## src/design/srb_pkg.sv

```systemverilog
// Shared types and constants for the serial ring buffers with XON/XOFF flow control.
package srb_pkg;

    localparam int DATA_W     = 8;
    localparam int OPCODE_W   = 3;
    localparam int MARK_W     = 7;
    localparam int FILL_W     = 7;
    localparam int CFG_IDX_W  = 3;
    localparam int CFG_DATA_W = 8;

    localparam logic [OPCODE_W-1:0] OP_LINE_BYTE = 3'd0;
    localparam logic [OPCODE_W-1:0] OP_HOST_READ = 3'd1;
    localparam logic [OPCODE_W-1:0] OP_HOST_WRITE = 3'd2;
    localparam logic [OPCODE_W-1:0] OP_TX_READY = 3'd3;
    localparam logic [OPCODE_W-1:0] OP_FLUSH_RX = 3'd4;

    localparam logic [CFG_IDX_W-1:0] CFG_STATUS_CHAR = 3'd0;
    localparam logic [CFG_IDX_W-1:0] CFG_START_CHAR = 3'd1;
    localparam logic [CFG_IDX_W-1:0] CFG_HOLD_CHAR = 3'd2;
    localparam logic [CFG_IDX_W-1:0] CFG_ABORT_CHAR = 3'd3;
    localparam logic [CFG_IDX_W-1:0] CFG_HIGH_MARK = 3'd4;
    localparam logic [CFG_IDX_W-1:0] CFG_LOW_MARK = 3'd5;
    localparam logic [CFG_IDX_W-1:0] CFG_FLOW_ENABLE = 3'd6;
    localparam logic [CFG_IDX_W-1:0] CFG_ECHO_ENABLE = 3'd7;

    localparam logic [DATA_W-1:0] RST_STATUS_CHAR = 8'd63;
    localparam logic [DATA_W-1:0] RST_START_CHAR = 8'd126;
    localparam logic [DATA_W-1:0] RST_HOLD_CHAR = 8'd33;
    localparam logic [DATA_W-1:0] RST_ABORT_CHAR = 8'd24;
    localparam logic [MARK_W-1:0] RST_HIGH_MARK = 7'd96;
    localparam logic [MARK_W-1:0] RST_LOW_MARK = 7'd64;

    localparam logic [DATA_W-1:0] CH_XON = 8'h11;
    localparam logic [DATA_W-1:0] CH_XOFF = 8'h13;

    typedef enum logic [1:0] {
        FS_XON_SENT  = 2'd0,
        FS_SEND_XOFF = 2'd1,
        FS_XOFF_SENT = 2'd2,
        FS_SEND_XON  = 2'd3
    } flow_state_t;

    typedef enum logic {
        ST_IDLE = 1'b0,
        ST_EXEC = 1'b1
    } ctl_state_t;

    typedef struct packed {
        logic [OPCODE_W-1:0] opcode;
        logic [DATA_W-1:0]   data_byte;
    } srb_in_t;

    typedef struct packed {
        logic              read_valid;
        logic [DATA_W-1:0] read_data;
        logic              send_valid;
        logic [DATA_W-1:0] send_data;
        logic              write_accepted;
        logic              rx_dropped;
        logic              status_request;
        logic              start_request;
        logic              hold_request;
        logic              abort_request;
        logic [FILL_W-1:0] rx_fill;
        logic              tx_empty;
    } srb_out_t;

    typedef struct packed {
        logic push;
        logic pop;
        logic flush;
    } ring_ctl_t;

    typedef struct packed {
        logic empty;
        logic full;
        logic last;
    } ring_sts_t;

endpackage

```

## src/design/srb_ring.sv

```systemverilog
// Byte ring: storage memory with registered read at the tail, head/tail pointers and fill count.
module srb_ring #(
    parameter int DEPTH = 64
) (
    input  logic                              aclk,
    input  logic                              aresetn,
    input  srb_pkg::ring_ctl_t                ctl,
    input  logic [srb_pkg::DATA_W-1:0]        wr_data,
    output logic [srb_pkg::DATA_W-1:0]        rd_data,
    output srb_pkg::ring_sts_t                sts,
    output logic [$clog2(DEPTH)-1:0]          count
);
    import srb_pkg::*;

    localparam int PTR_W = $clog2(DEPTH);
    localparam int CNT_W = $clog2(DEPTH);

    logic [DATA_W-1:0] mem_reg [DEPTH];
    logic [DATA_W-1:0] rd_data_reg;
    logic [PTR_W-1:0]  head_reg, head_next;
    logic [PTR_W-1:0]  tail_reg, tail_next;
    logic [CNT_W-1:0]  count_reg, count_next;
    logic [PTR_W-1:0]  head_inc, tail_inc;

    assign head_inc = (head_reg == PTR_W'(DEPTH - 1)) ? '0 : head_reg + 1'b1;
    assign tail_inc = (tail_reg == PTR_W'(DEPTH - 1)) ? '0 : tail_reg + 1'b1;

    always_comb begin
        head_next  = ctl.push ? head_inc : head_reg;
        tail_next  = ctl.flush ? head_reg : (ctl.pop ? tail_inc : tail_reg);
        count_next = ctl.flush ? '0
                   : count_reg + CNT_W'(ctl.push) - CNT_W'(ctl.pop);
    end

    always_ff @(posedge aclk) begin
        if (!aresetn) begin
            head_reg  <= '0;
            tail_reg  <= '0;
            count_reg <= '0;
        end else begin
            head_reg  <= head_next;
            tail_reg  <= tail_next;
            count_reg <= count_next;
        end
    end

    // tail entry is read into rd_data_reg every cycle; the caller uses the registered value
    always_ff @(posedge aclk) begin
        if (ctl.push) begin
            mem_reg[head_reg] <= wr_data;
        end
        rd_data_reg <= mem_reg[tail_reg];
    end

    assign rd_data   = rd_data_reg;
    assign count     = count_reg;
    assign sts.empty = (count_reg == '0);
    assign sts.full  = (count_reg == CNT_W'(DEPTH - 1));
    assign sts.last  = (count_reg == CNT_W'(1));

`ifndef SYNTHESIS
    a_no_push_full: assert property (@(posedge aclk) disable iff (!aresetn)
        ctl.push |-> !sts.full)
        else $error("push into full ring");
    a_no_pop_empty: assert property (@(posedge aclk) disable iff (!aresetn)
        ctl.pop |-> !sts.empty)
        else $error("pop from empty ring");
    a_flush_clears: assert property (@(posedge aclk) disable iff (!aresetn)
        ctl.flush |=> (count_reg == '0) && (tail_reg == head_reg))
        else $error("flush did not empty ring");
`endif

endmodule

```

## src/design/serial_ring_buffers_xon_xoff.sv

```systemverilog
// Serial receive/transmit ring buffers with real-time command characters and XON/XOFF control.
// Each input transfer is one event (line byte, host read, host write, transmitter ready,
// receive flush) and yields exactly one result transfer. An item is accepted in ST_IDLE, where
// the tail entries of both ring memories are read; in ST_EXEC the result is formed, pointers
// and flow state are updated and any write goes back to the ring memory, since the memory
// read is registered. The result sits in an output register, so the block moves on while it
// waits to be taken, and stays in ST_EXEC only while that register is still full. Each ring
// keeps at most depth-1 bytes. Configuration registers are to be written by the user through
// cfg_we/cfg_index/cfg_wdata only while idle; the block itself does not enforce this.
module serial_ring_buffers_xon_xoff #(
    parameter int RX_DEPTH = 128,
    parameter int TX_DEPTH = 64
) (
    input  logic                              aclk,
    input  logic                              aresetn,
    input  logic                              cfg_we,
    input  logic [srb_pkg::CFG_IDX_W-1:0]     cfg_index,
    input  logic [srb_pkg::CFG_DATA_W-1:0]    cfg_wdata,
    input  logic                              s_valid,
    output logic                              s_ready,
    input  srb_pkg::srb_in_t                  s_data,
    output logic                              m_valid,
    input  logic                              m_ready,
    output srb_pkg::srb_out_t                 m_data
);
    import srb_pkg::*;

    localparam int RX_CNT_W = $clog2(RX_DEPTH);
    localparam int TX_CNT_W = $clog2(TX_DEPTH);
    localparam int CMP_W    = ((RX_CNT_W > MARK_W) ? RX_CNT_W : MARK_W) + 1;

    // configuration
    logic [DATA_W-1:0] status_char_reg, start_char_reg, hold_char_reg, abort_char_reg;
    logic [MARK_W-1:0] high_mark_reg, low_mark_reg;
    logic              flow_enable_reg, echo_enable_reg;

    ctl_state_t  state_reg, state_next;
    flow_state_t fs_reg, fs_next;
    srb_in_t     item_reg;
    srb_out_t    m_data_reg, res;
    logic        m_valid_reg;
    logic        go;

    ring_ctl_t             rx_ctl, tx_ctl;
    ring_sts_t             rx_sts, tx_sts;
    logic [DATA_W-1:0]     rx_rd_data, tx_rd_data;
    logic [RX_CNT_W-1:0]   rx_count;
    logic [TX_CNT_W-1:0]   tx_count;

    logic [CMP_W-1:0] rx_cnt_ext, rx_inc, rx_dec, rx_fill_after, high_ext, low_ext;
    logic             is_status, is_start, is_hold, is_abort;

    srb_ring #(.DEPTH(RX_DEPTH)) u_rx_ring (
        .aclk    (aclk),
        .aresetn (aresetn),
        .ctl     (rx_ctl),
        .wr_data (item_reg.data_byte),
        .rd_data (rx_rd_data),
        .sts     (rx_sts),
        .count   (rx_count)
    );

    srb_ring #(.DEPTH(TX_DEPTH)) u_tx_ring (
        .aclk    (aclk),
        .aresetn (aresetn),
        .ctl     (tx_ctl),
        .wr_data (item_reg.data_byte),
        .rd_data (tx_rd_data),
        .sts     (tx_sts),
        .count   (tx_count)
    );

    always_ff @(posedge aclk) begin
        if (!aresetn) begin
            status_char_reg <= RST_STATUS_CHAR;
            start_char_reg  <= RST_START_CHAR;
            hold_char_reg   <= RST_HOLD_CHAR;
            abort_char_reg  <= RST_ABORT_CHAR;
            high_mark_reg   <= RST_HIGH_MARK;
            low_mark_reg    <= RST_LOW_MARK;
            flow_enable_reg <= 1'b0;
            echo_enable_reg <= 1'b0;
        end else if (cfg_we) begin
            unique case (cfg_index)
                CFG_STATUS_CHAR: status_char_reg <= cfg_wdata;
                CFG_START_CHAR:  start_char_reg  <= cfg_wdata;
                CFG_HOLD_CHAR:   hold_char_reg   <= cfg_wdata;
                CFG_ABORT_CHAR:  abort_char_reg  <= cfg_wdata;
                CFG_HIGH_MARK:   high_mark_reg   <= cfg_wdata[MARK_W-1:0];
                CFG_LOW_MARK:    low_mark_reg    <= cfg_wdata[MARK_W-1:0];
                CFG_FLOW_ENABLE: flow_enable_reg <= cfg_wdata[0];
                CFG_ECHO_ENABLE: echo_enable_reg <= cfg_wdata[0];
                default: ;
            endcase
        end
    end

    // sequencer: accept, then evaluate and write back
    always_comb begin
        state_next = state_reg;
        s_ready    = 1'b0;
        go         = 1'b0;
        unique case (state_reg)
            ST_IDLE: begin
                s_ready = 1'b1;
                if (s_valid) begin
                    state_next = ST_EXEC;
                end
            end
            ST_EXEC: begin
                if (!m_valid_reg || m_ready) begin
                    go         = 1'b1;
                    state_next = ST_IDLE;
                end
            end
            default: state_next = ST_IDLE;
        endcase
    end

    always_ff @(posedge aclk) begin
        if (!aresetn) begin
            state_reg   <= ST_IDLE;
            fs_reg      <= FS_XON_SENT;
            m_valid_reg <= 1'b0;
        end else begin
            state_reg <= state_next;
            fs_reg    <= fs_next;
            if (go) begin
                m_valid_reg <= 1'b1;
            end else if (m_ready) begin
                m_valid_reg <= 1'b0;
            end
        end
    end

    always_ff @(posedge aclk) begin
        if (s_valid && s_ready) begin
            item_reg <= s_data;
        end
        if (go) begin
            m_data_reg <= res;
        end
    end

    // first match wins: status, start, hold, abort
    assign is_status = (item_reg.data_byte == status_char_reg);
    assign is_start  = !is_status && (item_reg.data_byte == start_char_reg);
    assign is_hold   = !is_status && !is_start && (item_reg.data_byte == hold_char_reg);
    assign is_abort  = !is_status && !is_start && !is_hold
                     && (item_reg.data_byte == abort_char_reg);

    assign rx_cnt_ext = CMP_W'(rx_count);
    assign rx_inc     = rx_cnt_ext + 1'b1;
    assign rx_dec     = rx_cnt_ext - 1'b1;
    assign high_ext   = CMP_W'(high_mark_reg);
    assign low_ext    = CMP_W'(low_mark_reg);

    always_comb begin
        res     = '0;
        fs_next = fs_reg;
        rx_ctl  = '0;
        tx_ctl  = '0;
        unique case (item_reg.opcode)
            OP_LINE_BYTE: begin
                tx_ctl.push = echo_enable_reg && !tx_sts.full;
                if (is_status) begin
                    res.status_request = 1'b1;
                end else if (is_start) begin
                    res.start_request = 1'b1;
                end else if (is_hold) begin
                    res.hold_request = 1'b1;
                end else if (is_abort) begin
                    res.abort_request = 1'b1;
                end else if (rx_sts.full) begin
                    res.rx_dropped = 1'b1;
                end else begin
                    rx_ctl.push = 1'b1;
                    if (flow_enable_reg && fs_reg == FS_XON_SENT && rx_inc >= high_ext) begin
                        fs_next = FS_SEND_XOFF;
                    end
                end
            end
            OP_HOST_READ: begin
                if (!rx_sts.empty) begin
                    res.read_valid = 1'b1;
                    res.read_data  = rx_rd_data;
                    rx_ctl.pop     = 1'b1;
                    if (flow_enable_reg && fs_reg == FS_XOFF_SENT && rx_dec < low_ext) begin
                        fs_next = FS_SEND_XON;
                    end
                end
            end
            OP_HOST_WRITE: begin
                tx_ctl.push        = !tx_sts.full;
                res.write_accepted = !tx_sts.full;
            end
            OP_TX_READY: begin
                if (fs_reg == FS_SEND_XOFF) begin
                    res.send_valid = 1'b1;
                    res.send_data  = CH_XOFF;
                    fs_next        = FS_XOFF_SENT;
                end else if (fs_reg == FS_SEND_XON) begin
                    res.send_valid = 1'b1;
                    res.send_data  = CH_XON;
                    fs_next        = FS_XON_SENT;
                end else if (!tx_sts.empty) begin
                    res.send_valid = 1'b1;
                    res.send_data  = tx_rd_data;
                    tx_ctl.pop     = 1'b1;
                end
            end
            OP_FLUSH_RX: begin
                rx_ctl.flush = 1'b1;
                fs_next      = FS_XON_SENT;
            end
            default: ;
        endcase

        rx_fill_after = rx_ctl.flush ? '0
                      : rx_ctl.push ? rx_inc
                      : rx_ctl.pop ? rx_dec
                      : rx_cnt_ext;
        res.rx_fill   = rx_fill_after[FILL_W-1:0];
        res.tx_empty  = tx_ctl.push ? 1'b0 : (tx_ctl.pop ? tx_sts.last : tx_sts.empty);

        if (!go) begin
            rx_ctl  = '0;
            tx_ctl  = '0;
            fs_next = fs_reg;
        end
    end

    assign m_valid = m_valid_reg;
    assign m_data  = m_data_reg;

`ifndef SYNTHESIS
    a_ring_idle: assert property (@(posedge aclk) disable iff (!aresetn)
        (state_reg == ST_IDLE) |-> (rx_ctl == '0) && (tx_ctl == '0))
        else $error("ring access outside evaluate cycle");
    a_result_loaded: assert property (@(posedge aclk) disable iff (!aresetn)
        go |=> m_valid_reg)
        else $error("evaluated item produced no result");
    a_xoff_needs_flow: assert property (@(posedge aclk) disable iff (!aresetn)
        (fs_next == FS_SEND_XOFF && fs_reg != FS_SEND_XOFF) |-> flow_enable_reg)
        else $error("XOFF queued with flow control off");
    a_rx_single_op: assert property (@(posedge aclk) disable iff (!aresetn)
        !(rx_ctl.push && rx_ctl.pop) && !(tx_ctl.push && tx_ctl.pop))
        else $error("ring pushed and popped in one cycle");
    a_tx_count_empty: assert property (@(posedge aclk) disable iff (!aresetn)
        tx_sts.empty |-> (tx_count == '0))
        else $error("transmit ring status mismatch");
`endif

endmodule
```

## config.mk

```make
export PLATFORM = sky130hd
export DESIGN_NAME = serial_ring_buffers_xon_xoff
export DESIGN_NICKNAME = d
export VERILOG_FILES = /design/src/design/srb_pkg.sv /design/src/design/srb_ring.sv /design/src/design/serial_ring_buffers_xon_xoff.sv
export SDC_FILE = /design/constraint.sdc
export NUM_CORES = 2
export LEC_CHECK = 0
export BUFFER_PORTS_ARGS = -buffer_cell sky130_fd_sc_hd__buf_2
export CAP_MARGIN = 20
export CORE_ASPECT_RATIO = 1.25
export CORE_MARGIN = 2
export CORE_UTILIZATION = 57
export DETAILED_ROUTE_END_ITERATION = 16
export PLACE_DENSITY = 0.73
export SLEW_MARGIN = 10
export SYNTH_ARGS = -nofsm -noshare
export SYNTH_HDL_FRONTEND = slang
export SYNTH_SLANG_ARGS = --single-unit
```

## constraint.sdc

```tcl
create_clock -name aclk -period 4.7 [get_ports aclk]
set_input_delay 0.94 -clock aclk [delete_from_list [all_inputs] [get_ports aclk]]
set_output_delay 0.94 -clock aclk [all_outputs]
set_load 0.05 [all_outputs]
```

==> impl_metrics.toml <==
[run_status]
status = "finished clean"

[synthesis]
synth_seq_cells = 1686
synth_edf_count = 1579
syn-num-nets = 3350
netlist_instances = 3273
ys_types = 64
syn_area_um2 = 66400
yosysSeqAreaShare_pct = 74.6
synthArstFlopShare_pct = 0
synth-main-ff-cell = "edfxtp_1"
syn_avg_cell_area_um2 = 20.3
yosysWarnings = 0

[die]
rows = 140
fp.dieH_um = 386
die_area_um2 = 119000
initial_utilization_pct = 57.2
core_um2 = 116000
die-width_um = 309
io_pins = 61

[global_route]
grt_antenna_before_repair = 0
grt.overflow.total = 0
grt_pass1_wl_um = 227000
grt_pass1_vias = 33600
gr-usage-all-layers_pct = 26.4
grt_max_degree = 98

[power_and_ir_drop]
power_leakage_uw = 0.0225
p_int_uw = 24300
switchingPower_uw = 6650
power_uw = 31000
p_seq_share_pct = 53.7
clockPowerShare_pct = 41.2
p_comb_share_pct = 5.2
max-vdd-ir-drop_mv = 0.486
switching_share_pct = 21.5
cellPowerDensity_nw_per_um2 = 418

[clocking]
clk_latency_ps = 800
cts_resized = 0
cts_sinks = 1686
cts-root-buf = "clkbuf_16"
clockBufferDepth = 3
cts_tree = "built"
ctsHtreeMaxLevel = 4
path_clk_slew_ps = 60
numCtsBuffers = 158
ctsHoldBuffers = 0
post-cts-setup-buffer-count = 0

[routing]
drtPass1Iterations = 7
drc_errors = 0
wirelength_um = 153000
met1_length_um = 56800
wl_met2_um = 79500
routed-wl-met3_um = 10700
vias_per_cell = 6.40
vias = 32700
drt_iter0_markers = 3787
routedWlPerCell_um = 30.0
maxUsedRoutingLayer = "met4"
postRouteAntennaNets = 0

[hold_path]
holdPathStages = 1
holdPathEnd = "item_reg[5]"
min_from = "s_data[5]"
hold_class = "input pin to register"

[timing]
finalCritPeriodShare_pct = 80.1
setup_viol = 0
hold_viol = 0
min_period_ps = 3760
slew_violations = 0
setup_ws_ps = 937
max_freq_ghz = 0.266
fin_skew_ps = 41.5
worstMarginPinSlew_ps = 1170
relSlewSlack_pct = 21.7
rsz0062_at_grt = "false"

[worst_setup_path]
cp_max_fo = 14
crit_top_cell = "nor2_1"
path_class = "register to register"
cp_slowest_cell = "edfxtp_1"
reg2reg_to = "u_rx_ring.mem_reg[92][7]"
end_kind = "register"
r2r-start = "item_reg[0]"
critPathLaunchType = "register"
r2r_setup_slack_ps = 940
critical_path.startpoint = "item_reg[0]"
required_ps = 5110
crit_arrival_ps = 4170
critPathMaxStageDelay_ps = 730
path_cells = "xor2_1 -> nor4_2 -> a211oi_2 -> nand4_2 -> nor2_1 -> nand2_1 -> buf_4 -> nor2_1"
r2r_cells = 8

[final_layout]
area_growth_pct = 11.4
layout_commonest_cell = "edfxtp_1"
layout-drive-gt1-share_pct = 26.1
largest_reg_flops = 1024
finalNetCount = 3491
layout_common_cells = "edfxtp_1, mux4_2, nor2_1, clkbuf_16, nand2_1"
antenna_cells = 0

[placement]
gp_congestion = 0.906
dp_hpwl_um = 95400
dp_slack_ps = 784
portBuffers = 60

[run]
maxCapViolCount = 0
worst max path at each step:
stage          depth (start not counted)  slack, ps                       end
2_1_floorplan                         15       -160        u_rx_ring.count[6]
4_1_cts                                8        980  u_rx_ring.mem_reg[93][4]
6_report                               8        940  u_rx_ring.mem_reg[92][7]
5_1_grt                                8        720  u_rx_ring.mem_reg[21][6]
3_3_place_gp                          16        840        u_tx_ring.count[4]
3_5_place_dp                           9        780  u_rx_ring.mem_reg[92][2]
power by group through the flow:
stage	logic [uW]	registers, uW	clock network (uW)
3_5_place_dp	1610	16900	0
4_1_cts	1620	16600	12900
6_report	1600	16600	12700
5_1_grt	1730	16600	13500
3_3_place_gp	1580	16900	0
2_1_floorplan	910	17100	0
synth_stat cells (3+ instances only):
library cell / number / area, um^2
mux2i_1: 25 / 250
a211oi_1: 8 / 60.1
nor2_1: 273 / 1020
dfxtp_1: 107 / 2140
edfxtp_1: 1579 / 47400
nor3_1: 18 / 90.1
o21bai_1: 5 / 37.5
nor2b_1: 16 / 100
ha_1: 48 / 601
nor3b_1: 11 / 82.6
nand4_1: 15 / 93.8
buf_4: 16 / 120
buf_1: 24 / 90.1
a22oi_1: 17 / 128
clkbuf_1: 82 / 308
mux4_2: 479 / 10800
a21o_1: 4 / 30.0
o21ai_0: 21 / 105
nand3b_1: 6 / 45.0
xor2_1: 43 / 377
o31ai_1: 3 / 22.5
and3_1: 12 / 75.1
mux2_2: 5 / 56.3
and2_1: 19 / 119
nand3_1: 43 / 215
a31oi_1: 7 / 43.8
nand2_1: 157 / 589
or3_1: 5 / 31.3
buf_6: 8 / 90.1
o211ai_1: 5 / 37.5
a21oi_1: 55 / 275
nor4_1: 10 / 62.6
xnor2_1: 20 / 175
inv_1: 41 / 154
buf_2: 35 / 175
nand2b_1: 10 / 62.6
o21a_1: 5 / 37.5
cells by family after synthesis:
family / count (synthesis) / share of synthesized area, %
muxes: 509 / 16.7
AOI/OAI and AO/OA: 155 / 1.50
and+or+nand+nor: 602 / 4.01
DFF: 1686 / 74.6
adders and majority gates: 50 / 0.964
buffers and inverters: 208 / 1.42
xor gates and xnor gates: 63 / 0.830
per-stage QoR:
stage	setup TNS, ps	util, %	instances	hold slack, ps	instance area (um^2)
2_1_floorplan	-55310	-	3273	436	66600
3_3_place_gp	0	59.3	4816	451	68900
3_5_place_dp	0	59.3	4816	452	68900
4_1_cts	0	63.7	5109	284	74000
5_1_grt	0	63.7	5109	306	74000
6_report	0	63.7	5109	331	74000
worst max-delay path: cells and delay by family (launching register included):
family | cells | cell delay, ps
and+or+nand+nor | 5 | 1780
DFF | 1 | 730
buffers and inverters | 1 | 360
AOI/OAI and AO/OA | 1 | 270
xor gates and xnor gates | 1 | 230
area by class of cell:
| type | instances | area (um^2) |
|---|---|---|
| Clock buffer | 198 | 4220 |
| Tap cell | 1562 | 1950 |
| Clock inverter | 95 | 952 |
| Multi-Input combinational cell | 1379 | 16100 |
| Timing Repair Buffer | 146 | 1100 |
| Sequential cell | 1686 | 49600 |
| Inverter | 43 | 161 |
| Fill cell | 7517 | 42100 |
layer usage:
metal	up-vias	global-route usage [%]
met1	17200	34.8
met2	1647	44.8
met4	0	10.4
met3	298	3.76
met5	-	0
li1	13600	-
Note: power is estimated with default switching activity, not from simulation.
